$ cat config.mk
export PLATFORM = sky130hd
export DESIGN_NAME = allgather_step_schedule_flat
export DESIGN_NICKNAME = d
export VERILOG_FILES = /design/src/agss_pkg.sv /design/src/agss_if.sv /design/src/agss_modunit.sv /design/src/agss_ctrl.sv /design/src/allgather_step_schedule.sv /design/src/flat_wrapper.sv
export SDC_FILE = /design/constraint.sdc
export NUM_CORES = 1
export LEC_CHECK = 0
export BUFFER_PORTS_ARGS = -buffer_cell sky130_fd_sc_hd__buf_2
export CAP_MARGIN = 20
export CORE_MARGIN = 3
export CORE_UTILIZATION = 30
export DETAILED_ROUTE_END_ITERATION = 7
export PLACE_DENSITY = 0.58
export REMOVE_ABC_BUFFERS = 1
export SLEW_MARGIN = 5
export SYNTH_ARGS = -nofsm -noshare
export SYNTH_HDL_FRONTEND = slang
export SYNTH_SLANG_ARGS = --single-unit
$ cat constraint.sdc
create_clock -name clk -period 8.8 [get_ports clk]
set_input_delay 0.44 -clock clk [delete_from_list [all_inputs] [get_ports clk]]
set_output_delay 0.44 -clock clk [all_outputs]
set_load 0.005 [all_outputs]
$ cat src/agss_pkg.sv
// package for the all-gather step schedule block
// types, constants and helper functions shared by all modules and interfaces
// no dependencies
`default_nettype none

package agss_pkg;

  localparam int MAX_RANKS   = 64;
  localparam int FIELD_LIMIT = 64;
  localparam int SIZE_CAP    = (MAX_RANKS < FIELD_LIMIT) ? MAX_RANKS : FIELD_LIMIT;

  localparam int N_W     = 7;   // rank count, up to 64
  localparam int IDX_W   = 6;   // rank or slice index
  localparam int STEP_W  = 3;
  localparam int CNT_W   = 6;
  localparam int CFG_W   = 7;   // widest register
  localparam int CFGI_W  = 1;
  localparam int RED_W   = 3;   // shift count of the modulo reduction
  localparam int UNIT_W  = N_W + (1 << RED_W) - 2;  // holds n shifted by up to IDX_W-1
  localparam int MAX_STEPS = 6;

  localparam logic [CFGI_W-1:0] CFG_RANK_SIZE = 1'd0;
  localparam logic [CFGI_W-1:0] CFG_MY_RANK   = 1'd1;

  typedef enum logic [2:0] {
    ST_IDLE,
    ST_REDUCE,
    ST_SEND,
    ST_RECV,
    ST_DDM,
    ST_OUT,
    ST_NEXT_TX,
    ST_NEXT_RX
  } state_t;

  typedef struct packed {
    logic [UNIT_W-1:0] a;
    logic [UNIT_W-1:0] b;
    logic [UNIT_W-1:0] c;
    logic [UNIT_W-1:0] m;
  } unit_req_t;

  typedef struct packed {
    logic [IDX_W-1:0] send_to;
    logic [IDX_W-1:0] recv_from;
    logic [CNT_W-1:0] slice_count;
    logic [IDX_W-1:0] tx_slice;
    logic [IDX_W-1:0] rx_slice;
    logic             last;
    logic             status;
  } result_t;

  // effective group size: zero reads as one, large values saturate
  function automatic logic [N_W-1:0] eff_size(input logic [CFG_W-1:0] rs);
    logic [N_W-1:0] n;
    n = rs;
    if (rs == '0) begin
      n = N_W'(1);
    end else if (rs > CFG_W'(SIZE_CAP)) begin
      n = N_W'(SIZE_CAP);
    end
    return n;
  endfunction

  // ceil(log2(n)): count the powers of two below n
  function automatic logic [STEP_W-1:0] step_count(input logic [N_W-1:0] n);
    logic [STEP_W-1:0] s;
    s = '0;
    for (int i = 0; i < MAX_STEPS + 1; i++) begin
      if ((N_W + 1)'(1 << i) < {1'b0, n}) begin
        s = s + STEP_W'(1);
      end
    end
    return s;
  endfunction

endpackage

`default_nettype wire

$ cat src/agss_if.sv
// handshake channel interfaces for step requests and slice results
// depends on agss_pkg
`default_nettype none

interface agss_req_if;
  import agss_pkg::*;
  logic              valid;
  logic              ready;
  logic [STEP_W-1:0] step;
  modport source (output valid, output step, input ready);
  modport sink   (input valid, input step, output ready);
endinterface

interface agss_rsp_if;
  import agss_pkg::*;
  logic             valid;
  logic             ready;
  logic [IDX_W-1:0] send_to;
  logic [IDX_W-1:0] recv_from;
  logic [CNT_W-1:0] slice_count;
  logic [IDX_W-1:0] tx_slice;
  logic [IDX_W-1:0] rx_slice;
  logic             last;
  logic             status;
  modport source (output valid, output send_to, output recv_from, output slice_count,
                  output tx_slice, output rx_slice, output last, output status,
                  input ready);
  modport sink   (input valid, input send_to, input recv_from, input slice_count,
                  input tx_slice, input rx_slice, input last, input status,
                  output ready);
endinterface

`default_nettype wire

$ cat src/agss_modunit.sv
// shared modular add/subtract unit: y = (a + b - c), less m once if not below m
// depends on agss_pkg
`default_nettype none

module agss_modunit
  import agss_pkg::*;
(
  input  unit_req_t         req,
  output logic [UNIT_W-1:0] y
);

  logic [UNIT_W-1:0] x;

  always_comb begin
    x = req.a + req.b - req.c;
    if (x >= req.m) begin
      y = x - req.m;
    end else begin
      y = x;
    end
  end

endmodule

`default_nettype wire

$ cat src/agss_ctrl.sv
// sequencer driving the shared modular unit, one step request at a time
// depends on agss_pkg and agss_modunit
`default_nettype none

module agss_ctrl
  import agss_pkg::*;
(
  input  logic              clk,
  input  logic              rst,
  input  logic [N_W-1:0]    n,
  input  logic [STEP_W-1:0] steps,
  input  logic [IDX_W-1:0]  my_rank,
  input  logic              start,
  input  logic [STEP_W-1:0] step_in,
  input  logic              out_free,
  output logic              idle,
  output logic              load,
  output result_t           res
);

  state_t state, state_next;

  logic [STEP_W-1:0] step_q;
  logic              err;
  logic [RED_W-1:0]  j;
  logic [IDX_W-1:0]  me;
  logic [IDX_W-1:0]  send_to, recv_from, ddm, tx, rx, k;
  logic [CNT_W-1:0]  cnt;

  unit_req_t         ureq;
  logic [UNIT_W-1:0] uy;

  logic [STEP_W-1:0] shamt;
  logic [STEP_W-1:0] cnt_sh;
  logic [N_W-1:0]    d, dd;
  logic [N_W:0]      cnt_sum;
  logic              is_last;

  agss_modunit u_mod (.req(ureq), .y(uy));

  // distance and slice count of the stored step
  always_comb begin
    shamt   = steps - STEP_W'(1) - step_q;
    cnt_sh  = steps - step_q;
    d       = N_W'(1) << shamt;
    dd      = d << 1;
    cnt_sum = {1'b0, n} - (N_W + 1)'(1) + {1'b0, d};
    is_last = err || (k == cnt - CNT_W'(1));
  end

  always_ff @(posedge clk) begin
    if (rst) begin
      state <= ST_IDLE;
    end else begin
      state <= state_next;
    end
  end

  always_comb begin
    state_next = state;
    ureq       = '0;
    load       = 1'b0;
    idle       = (state == ST_IDLE);
    res        = '0;
    unique case (state)
      ST_IDLE: begin
        if (start) begin
          state_next = (step_in >= steps) ? ST_OUT : ST_REDUCE;
        end
      end
      ST_REDUCE: begin
        ureq.a = UNIT_W'(me);
        ureq.m = UNIT_W'(n) << j;
        if (j == '0) begin
          state_next = ST_SEND;
        end
      end
      ST_SEND: begin
        ureq.a = UNIT_W'(me);
        ureq.b = UNIT_W'(d);
        ureq.m = UNIT_W'(n);
        state_next = ST_RECV;
      end
      ST_RECV: begin
        ureq.a = UNIT_W'(me);
        ureq.b = UNIT_W'(n);
        ureq.c = UNIT_W'(d);
        ureq.m = UNIT_W'(n);
        state_next = ST_DDM;
      end
      ST_DDM: begin
        ureq.a = UNIT_W'(dd);
        ureq.m = UNIT_W'(n);
        state_next = ST_OUT;
      end
      ST_OUT: begin
        if (!err) begin
          res.send_to     = send_to;
          res.recv_from   = recv_from;
          res.slice_count = cnt;
          res.tx_slice    = tx;
          res.rx_slice    = rx;
        end
        res.last   = is_last;
        res.status = err;
        if (out_free) begin
          load       = 1'b1;
          state_next = is_last ? ST_IDLE : ST_NEXT_TX;
        end
      end
      ST_NEXT_TX: begin
        ureq.a = UNIT_W'(tx);
        ureq.b = UNIT_W'(n);
        ureq.c = UNIT_W'(ddm);
        ureq.m = UNIT_W'(n);
        state_next = ST_NEXT_RX;
      end
      ST_NEXT_RX: begin
        ureq.a = UNIT_W'(rx);
        ureq.b = UNIT_W'(n);
        ureq.c = UNIT_W'(ddm);
        ureq.m = UNIT_W'(n);
        state_next = ST_OUT;
      end
      default: state_next = ST_IDLE;
    endcase
  end

  // working registers
  always_ff @(posedge clk) begin
    unique case (state)
      ST_IDLE: begin
        if (start) begin
          step_q <= step_in;
          err    <= (step_in >= steps);
          me     <= my_rank;
          j      <= RED_W'(IDX_W - 1);
          k      <= '0;
        end
      end
      ST_REDUCE: begin
        me <= uy[IDX_W-1:0];
        j  <= j - RED_W'(1);
      end
      ST_SEND: begin
        send_to <= uy[IDX_W-1:0];
        cnt     <= CNT_W'(cnt_sum >> cnt_sh);
        tx      <= me;
      end
      ST_RECV: begin
        recv_from <= uy[IDX_W-1:0];
        rx        <= uy[IDX_W-1:0];
      end
      ST_DDM: begin
        ddm <= uy[IDX_W-1:0];
      end
      ST_OUT: begin
        if (out_free && !is_last) begin
          k <= k + IDX_W'(1);
        end
      end
      ST_NEXT_TX: tx <= uy[IDX_W-1:0];
      ST_NEXT_RX: rx <= uy[IDX_W-1:0];
      default: ;
    endcase
  end

endmodule

`default_nettype wire

$ cat src/allgather_step_schedule.sv
// top level of the all-gather step schedule: config registers, output register
// depends on agss_pkg, agss_if, agss_ctrl
//
//   port      dir   handshake      payload
//   req       sink  valid/ready    step
//   rsp       src   valid/ready    send_to recv_from slice_count tx_slice rx_slice last status
//   cfg_*     in    cfg_we         cfg_index, cfg_data (rank_size, my_rank_index)
//
// an out-of-range step goes straight to the output state for its single error item
// a valid step reduces the rank index modulo the group size on the shared modular
// unit in ST_REDUCE, works out peers and slice stride in ST_SEND, ST_RECV and ST_DDM,
// then gives each item from ST_OUT, which waits while the output register is full,
// and advances the slices in ST_NEXT_TX and ST_NEXT_RX; rst (synchronous) clears
// the sequencer, the output valid and the registers to rank_size 1 and my_rank_index 0;
// a stalled item holds in the output register while the sequencer already works out the next slice
`default_nettype none

module allgather_step_schedule
  import agss_pkg::*;
(
  input  logic              clk,
  input  logic              rst,
  agss_req_if.sink          req,
  agss_rsp_if.source        rsp,
  input  logic              cfg_we,
  input  logic [CFGI_W-1:0] cfg_index,
  input  logic [CFG_W-1:0]  cfg_data
);

  // configuration registers
  logic [CFG_W-1:0] rank_size;
  logic [IDX_W-1:0] my_rank_index;

  always_ff @(posedge clk) begin
    if (rst) begin
      rank_size     <= CFG_W'(1);
      my_rank_index <= '0;
    end else if (cfg_we) begin
      unique case (cfg_index)
        CFG_RANK_SIZE: rank_size     <= cfg_data;
        CFG_MY_RANK:   my_rank_index <= cfg_data[IDX_W-1:0];
      endcase
    end
  end

  // group size, step count follow the registers; user keeps them stable while busy, not enforced
  logic [N_W-1:0]    n;
  logic [STEP_W-1:0] steps;

  assign n     = eff_size(rank_size);
  assign steps = step_count(n);

  // sequencer
  logic    idle, load, start, out_valid;
  result_t res, out_q;

  assign start     = req.valid && req.ready;
  assign req.ready = idle;

  agss_ctrl u_ctrl (
    .clk      (clk),
    .rst      (rst),
    .n        (n),
    .steps    (steps),
    .my_rank  (my_rank_index),
    .start    (start),
    .step_in  (req.step),
    .out_free (!out_valid),
    .idle     (idle),
    .load     (load),
    .res      (res)
  );

  // output register, loaded only when empty so items stay in order
  always_ff @(posedge clk) begin
    if (rst) begin
      out_valid <= 1'b0;
    end else if (load) begin
      out_valid <= 1'b1;
    end else if (rsp.ready) begin
      out_valid <= 1'b0;
    end
  end

  always_ff @(posedge clk) begin
    if (load) begin
      out_q <= res;
    end
  end

  assign rsp.valid       = out_valid;
  assign rsp.send_to     = out_q.send_to;
  assign rsp.recv_from   = out_q.recv_from;
  assign rsp.slice_count = out_q.slice_count;
  assign rsp.tx_slice    = out_q.tx_slice;
  assign rsp.rx_slice    = out_q.rx_slice;
  assign rsp.last        = out_q.last;
  assign rsp.status      = out_q.status;

endmodule

`default_nettype wire

$ cat src/flat_wrapper.sv
// flat-port wrapper written by rule: the top's interface ports become plain ports
module allgather_step_schedule_flat import agss_pkg::*;
  (clk, rst, cfg_we, cfg_index, cfg_data, req_valid, req_step, req_ready, rsp_valid, rsp_send_to, rsp_recv_from, rsp_slice_count, rsp_tx_slice, rsp_rx_slice, rsp_last, rsp_status, rsp_ready);
  agss_req_if req_i ();
  agss_rsp_if rsp_i ();
  input  logic clk;
  input  logic rst;
  input  logic cfg_we;
  input  logic [CFGI_W-1:0] cfg_index;
  input  logic [CFG_W-1:0] cfg_data;
  input wire logic [$bits(req_i.valid)-1:0] req_valid;
  input wire logic [$bits(req_i.step)-1:0] req_step;
  output wire logic [$bits(req_i.ready)-1:0] req_ready;
  output wire logic [$bits(rsp_i.valid)-1:0] rsp_valid;
  output wire logic [$bits(rsp_i.send_to)-1:0] rsp_send_to;
  output wire logic [$bits(rsp_i.recv_from)-1:0] rsp_recv_from;
  output wire logic [$bits(rsp_i.slice_count)-1:0] rsp_slice_count;
  output wire logic [$bits(rsp_i.tx_slice)-1:0] rsp_tx_slice;
  output wire logic [$bits(rsp_i.rx_slice)-1:0] rsp_rx_slice;
  output wire logic [$bits(rsp_i.last)-1:0] rsp_last;
  output wire logic [$bits(rsp_i.status)-1:0] rsp_status;
  input wire logic [$bits(rsp_i.ready)-1:0] rsp_ready;
  assign req_i.valid = req_valid;
  assign req_i.step = req_step;
  assign req_ready = req_i.ready;
  assign rsp_valid = rsp_i.valid;
  assign rsp_send_to = rsp_i.send_to;
  assign rsp_recv_from = rsp_i.recv_from;
  assign rsp_slice_count = rsp_i.slice_count;
  assign rsp_tx_slice = rsp_i.tx_slice;
  assign rsp_rx_slice = rsp_i.rx_slice;
  assign rsp_last = rsp_i.last;
  assign rsp_status = rsp_i.status;
  assign rsp_i.ready = rsp_ready;
  allgather_step_schedule u_core (.clk(clk), .rst(rst), .req(req_i), .rsp(rsp_i), .cfg_we(cfg_we), .cfg_index(cfg_index), .cfg_data(cfg_data));
endmodule
# --- Yosys cells after proc, flatten, opt, wreduce, memory -nomap -nowiden ---
# Index checks and enable logic that the tools add are counted.
op_classes:
  n_reduce_logical: 25
  shifts: 3
  order_cmp: 10
  bitwise_logic: 2
  add_sub_neg: 17
  n_eq_ne: 12
  n_mux: 32
op_table:
  columns: ["operator", "count"]
  rows:
  - ["$mux 3", 12]
  - ["$pmux 6 s2", 3]
  - ["$pmux 7 s2", 2]
  - ["$pmux 7 s4", 1]
  - ["$pmux 13 s2", 1]
  - ["$mux 6", 4]
  - ["$pmux 3 s7", 1]
  - ["$add 3x1->3 const B", 5]
  - ["$mux 7", 2]
  - ["$ge 13x13->1", 1]
  - ["$shl 7x3->13", 1]
  - ["$eq 3x3->1 const B", 4]
  - ["$sub 8x7->9", 1]
  - ["$add 7x7->8", 1]
  - ["$add 8x7->8", 1]
  - ["$ne 2x2->1 const B", 4]
  - ["$reduce_and 2->1", 4]
  - ["$reduce_bool 2->1", 4]
  - ["$reduce_or 2->1", 4]
  - ["$shr 8x3->6", 1]
  - ["$sub 7x1->8 const B", 1]
  - ["$gt 7x7->1 const B", 1]
  - ["$logic_not 7->1", 1]
  - ["$lt 1x7->1 const A", 1]
  - ["other kinds (27)", 40]
word_totals:
  wordCells: 123
  reg_bits: 104

# --- Longest topological paths before layout ---
depth:
  word_depth: 26
  ltp_mapped: 41
  depth_no_buf: 38

# --- Modules after synthesis ---
# A second synthesis with hierarchy kept.
unflattened:
  cells_unflattened: 873
  area_unflattened_um2: 8087.8
modules_own_cells:
  columns: ["module", "seq_area_each_um2", "area_each_um2", "cells_per_inst", "n_inst"]
  rows:
  - ["agss_ctrl", 1711.6, 4281.6, 457, 1]
  - ["allgather_step_schedule", 1241.2, 1966.9, 167, 1]
  - ["agss_modunit", 0.0, 1839.3, 249, 1]

# --- Least setup slack after synthesis ---
# Ideal clock, no wire load.
synth_path:
  kind: "reg-to-reg"
  start: "reg u_core.rank_size[4]"
  end: "reg u_core.u_ctrl.me[0] (data pin)"
  path_slack_ns: 0.637
  path_buffers: 3
  t_arrival_ns: 7.892
  required_ns: 8.530
  stages_incl_launch_ff: 39
  cell_sequence: "dfxtp_1 -> clkbuf_1 -> nor3_1 -> a21oi_1 -> nor2_1 -> inv_1 -> o21ai_0 -> ha_1 -> clkbuf_1 -> xor2_1 -> ha_1 -> a32oi_1 -> xor2_1 -> o21ai_0 -> ha_1 -> mux2i_1 -> fa_1 -> and2_0 -> (+3 left out) -> inv_1 -> fa_1 -> a21oi_1 -> nor2_1 -> nor2_1 -> o21bai_1 -> a21oi_1 -> nor2b_1 -> nor3_1 -> ha_1 -> a21o_1 -> a21o_1 -> a21oi_1 -> nand2b_1 -> o22a_1 -> clkbuf_1 -> mux2_2 -> a21oi_1"
synth_between:
  elab_chain_len: 26
synth_lines:
  columns: ["item", "line", "text"]
  rows:
  - ["start, declared", "allgather_step_schedule.sv:31", "logic [CFG_W-1:0] rank_size;"]
  - ["start signal, assigned", "allgather_step_schedule.sv:40", "CFG_RANK_SIZE: rank_size <= cfg_data;"]
  - ["$gt 7x7->1", "agss_pkg.sv:59", "end else if (rs > CFG_W'(SIZE_CAP)) begin"]
  - ["$mux 7", "agss_pkg.sv:59", null]
  - ["$mux 7 *", "agss_pkg.sv:57", "if (rs == '0) begin"]
  - ["$lt 1x7->1", "agss_pkg.sv:70", "if ((N_W + 1)'(1 << i) < {1'b0, n}) begin"]
  - ["$mux 1", "agss_pkg.sv:70", null]
  - ["$add 1x1->2", "agss_pkg.sv:71", "s = s + STEP_W'(1);"]
  - ["$mux 3", "agss_pkg.sv:70", null]
  - ["$add 3x1->3", "agss_pkg.sv:71", null]
  - ["(+10 left out)", null, null]
  - ["$sub 3x3->3", "agss_ctrl.sv:43", "shamt = steps - STEP_W'(1) - step_q;"]
  - ["$shl 1x3->7", "agss_ctrl.sv:45", "d = N_W'(1) << shamt;"]
  - ["$pmux 7 s4 or $pmux 7 s2 (tied branches)", "agss_ctrl.sv:65", "unique case (state)"]
  - ["$add 7x7->8", "agss_modunit.sv:15", "x = req.a + req.b - req.c;"]
  - ["$sub 8x7->9", "agss_modunit.sv:15", null]
  - ["$ge 13x13->1 or $sub 6x6->6 (tied branches)", "agss_modunit.sv:16, agss_modunit.sv:17", null]
  - ["$mux 6 *", "agss_modunit.sv:16", "if (x >= req.m) begin"]
  - ["$pmux 6 s2 *", "agss_ctrl.sv:131", "unique case (state)"]
  - ["end signal, assigned", "agss_ctrl.sv:136", "me <= my_rank;"]
  - ["end signal, assigned", "agss_ctrl.sv:142", "me <= uy[IDX_W-1:0];"]
  - ["end, declared", "agss_ctrl.sv:26", "logic [IDX_W-1:0] me;"]
# Every way passes the cells marked *; elsewhere a longest branch is shown, timed or not.
# A chain may end at the register's enable or synchronous reset.

# --- Worst setup path in the final report ---
layout_path:
  start: "reg u_core.rank_size[4]"
  end: "reg u_core.u_ctrl.rx[0] (data pin)"
layout_between:
  elab_chain_len: 25
layout_lines:
  columns: ["item", "line", "text"]
  rows:
  - ["$gt 7x7->1", "agss_pkg.sv:59", null]
  - ["$mux 7", "agss_pkg.sv:59", null]
  - ["$mux 7 *", "agss_pkg.sv:57", null]
  - ["$lt 1x7->1", "agss_pkg.sv:70", null]
  - ["$mux 1", "agss_pkg.sv:70", null]
  - ["$add 1x1->2", "agss_pkg.sv:71", null]
  - ["$mux 3", "agss_pkg.sv:70", null]
  - ["$add 3x1->3", "agss_pkg.sv:71", null]
  - ["(+10 left out)", null, null]
  - ["$sub 3x3->3", "agss_ctrl.sv:43", null]
  - ["$shl 1x3->7", "agss_ctrl.sv:45", null]
  - ["$pmux 7 s4 or $pmux 7 s2 (tied branches)", "agss_ctrl.sv:65", null]
  - ["$add 7x7->8", "agss_modunit.sv:15", null]
  - ["$sub 8x7->9", "agss_modunit.sv:15", null]
  - ["$ge 13x13->1 or $sub 6x6->6 (tied branches)", "agss_modunit.sv:16, agss_modunit.sv:17", null]
  - ["$mux 6 *", "agss_modunit.sv:16", null]
  - ["named net u_core.u_ctrl.u_mod.y[0]", "agss_modunit.sv:9", "output logic [UNIT_W-1:0] y"]
  - ["end signal, assigned", "agss_ctrl.sv:152", "rx <= uy[IDX_W-1:0];"]
  - ["end signal, assigned", "agss_ctrl.sv:163", "ST_NEXT_RX: rx <= uy[IDX_W-1:0];"]
  - ["end, declared", "agss_ctrl.sv:27", "logic [IDX_W-1:0] send_to, recv_from, ddm, tx, rx, k;"]
# Mark *: on every way through the listed nets, which the timed path passes. The rest lies on a longest branch.

==> impl_results.md <==
- Largest net degree at the start of global routing: 35
- Nets@finish: 864
- Fin Hold WS: 267 ps
- Synth Area in Adders: approximately an eighth
- Layout Skew: 12.1 ps
- Worst reg-to-reg setup slack: 490 ps
- Final period utilization: 94.4%
- Most frequent cells in the layout: edfxtp_1 (87), nand2_1 (70), nor2_1 (67)
- Setup tns final: 0 ps
- CTS buffer count: 9
- Class of the worst hold path: primary input to register
- Most common cell after layout, fill and taps aside: edfxtp_1
- Diode count: 0
- Status: finished, final reports clean
- CTS root buf: clkbuf_16
- First-pass GRT wire length: 26400 um
- GRT overflow: 0
- Asr flop ratio synth: 0%
- Maximum fanout along the worst path: 11
- Worst path arrival time: 8400 ps
- Die Width: 159 um
- CP Capture Point: u_core.u_ctrl.rx[0]
- Yosys top cell by area: edfxtp_1
- Register bit total from synthesis: 104
- Overall Global Routing Usage: roughly 13%
- GPL Wtd Cong: roughly 0.9
- Yosys top cell area share: ~37%
- Worst-Margin Slew: 1010 ps
- Initial core utilization: 30.7%
- Critical R2R Capture: u_core.u_ctrl.rx[0]
- Drt wl/cell: 14.7 um
- Htree depth: 3
- Starting DRT DRC Count: 290
- Mapped cell area: about 0.0070 sq mm
- Vias per Instance: about 4.9
- Critical Path RT: 8890 ps
- CTS Sinks: 104
- Antenna viol nets, final: 0
- WS Path Type: register to register
- PortBufs: between 40 and 50
- Endpoints failing hold: 0
- Top post-synthesis cells by area: edfxtp_1 (37%), ha_1 (8.6%), dfxtp_1 (4.9%)
- Post-synth cell types: between 60 and 70
- Clock transition at path regs: around 80 ps
- Initial antenna violation count: 0
- Final Routed Wirelength: 16300 um
- Crit-path max cell delay: 480 ps
- MaxCap Viol Count: 0
- Die area: 0.0252 sq mm
- Path depth of the worst reg2reg path: 35
- Mux cell area share after synthesis: under 10%
- CTS max path bufs: 2
- DRC viols: 0
- Number of flops mapped to enable cells by yosys: a little under 90
- Minimum clock period: 8310 ps
- CTS tree: yes
- Worst R2R Start: u_core.rank_size[4]
- Mapped Cells: 738
- Top_reg_cell synth: edfxtp_1
- Fill cells: 2311
- XOR/XNOR Fraction of Synth Area: under 10%
- Layout cells sized above 1: 14.7%
- Clock Latency Late Sink: roughly 360 ps
- Setup violators final: 0
- Core area: 0.0228 sq mm
- Seq/Total Area, Yosys: 42.2%
- Max Slew Vio Count: 0
- Total iterations of the first detailed-routing run: 5
- Post-synthesis simple-gate area fraction: 16.6%
- Area growth from synthesis to layout: 15.6%
- RSZ-0062 raised after global routing: false
- Crit start category: register
- Hpwl dp: 12600 um
- Critical path launch point: u_core.rank_size[4]
- Slew HR: 32.3%
- Fmax: 120 MHz
- Yosys warns: 0
- Vias in the first global route: just over 5000
- I/O Pins: 50
- Row count: 55
- Critical path capture point type: register
- Most used cell, CP: ha_1
- Chip Height: 159 um
- Slowest cell on the critical path: fa_1
- Combinational family with the most area after synthesis: simple AND/OR/NAND/NOR gates
- Synth Area in Compound Gates: 15.9%
- Mean Syn Cell Area: 9.48 sq um
- Via Count: 5443
==> state kept, by name, indices dropped and copies added, names as in the netlist, 3 cells and up <==
register and count:
u_core.rsp.rx_slice 6, u_core.u_ctrl.cnt 6, u_core.u_ctrl.me 6, u_core.u_ctrl.state 3, u_core.u_ctrl.step_q 3, u_core.u_ctrl.rx 6, u_core.rsp.slice_count 6, u_core.rank_size 7
u_core.rsp.recv_from 6, u_core.rsp.tx_slice 6, u_core.rsp.send_to 6, u_core.my_rank_index 6, u_core.u_ctrl.k 6, u_core.u_ctrl.recv_from 6, u_core.u_ctrl.send_to 6, u_core.u_ctrl.j 3
u_core.u_ctrl.ddm 6, u_core.u_ctrl.tx 6
==> metal layers <==
metal  global-route usage, %  wire (um)  up-vias  share of wire (%)
met5                       0          0        -                  0
met4                    2.98        190        0                1.2
met3                    2.50        785       17                4.8
met2                    19.7       7260      139                 44
met1                    18.4       8080     2564                 50
li1                        -          -     2723                  -
==> metrics by stage <==
| step | util, % | setup WS, ps | instances | instance area (sq um) |
|---|---|---|---|---|
| 6_report | 35.5 | 492 | 1107 | 8090 |
| 3_3_place_gp | 33.5 | 287 | 1087 | 7640 |
| 2_1_floorplan | - | 645 | 708 | 6870 |
| 3_5_place_dp | 33.5 | 123 | 1087 | 7640 |
| 4_1_cts | 34.9 | 65.9 | 1103 | 7960 |
| 5_1_grt | 35.5 | 1.10 | 1107 | 8090 |
==> repair_timing <==
action / 4_1_cts / 5_1_grt
gates resized for setup: 0 / 22
endpoints found under the setup margin: 0 / 36
hold buffers: 0 / 0
buffers inserted: 0 / 4
hold endpoints to repair: 0 / 0
==> critical path: cells and delay by family (launching register included) <==
family,cells,cell delay [ps]
adder cells (fa/ha/maj),7,2440
AND/OR/NAND/NOR,5,820
multiplexers,2,400
flip-flops,1,390
XOR/XNOR,5,1170
buffers and inverters,4,530
AO/OA/AOI/OAI,12,2260
==> cells in the mapped netlist (14+ instances only) <==
master,count
nand3_1,22
dfxtp_1,17
ha_1,48
clkbuf_1,26
o21ai_0,32
xor2_1,15
inv_1,60
nand2_1,70
and2_1,32
mux2i_1,17
edfxtp_1,87
a21oi_1,66
nor2_1,70
xnor2_1,21
nor2b_1,15
nor3_1,14
==> worst min-delay path by stage <==
stage                                        from                 endpoint  slack (ps)  cells after the start
after floorplan           u_core.my_rank_index[2]  u_core.my_rank_index[2]         430                      2
after global placement    u_core.my_rank_index[3]  u_core.my_rank_index[3]         450                      2
after detailed placement  u_core.my_rank_index[5]  u_core.my_rank_index[5]         460                      2
after CTS                             req_step[0]  u_core.u_ctrl.step_q[0]         250                      1
after global routing                  req_step[0]  u_core.u_ctrl.step_q[0]         270                      1
final                                 req_step[0]  u_core.u_ctrl.step_q[0]         270                      1
==> layout make-up <==
type	instances	area (sq um)	share of cell area, %
Tap cell	313	392	4.84
Sequential cell	104	2960	36.5
Clock inverter	7	95.1	1.18
Clock buffer	9	225	2.79
Inverter	62	233	2.88
Timing Repair Buffer	70	403	4.98
Multi-Input combinational cell	542	3780	46.8
==> cell families (layout without fill, tap and decap cells) <==
family / Yosys count / in the layout
xor+xnor: 38 / 38
compound gates: 175 / 175
flops: 104 / 104
buf+inv: 92 / 148
mux: 23 / 23
fa+ha+maj: 59 / 59
simple gates: 247 / 247
Power is left out: the tool's default activity adds up to more than one toggle a clock period on the data nets, which glitch-free logic cannot reach.
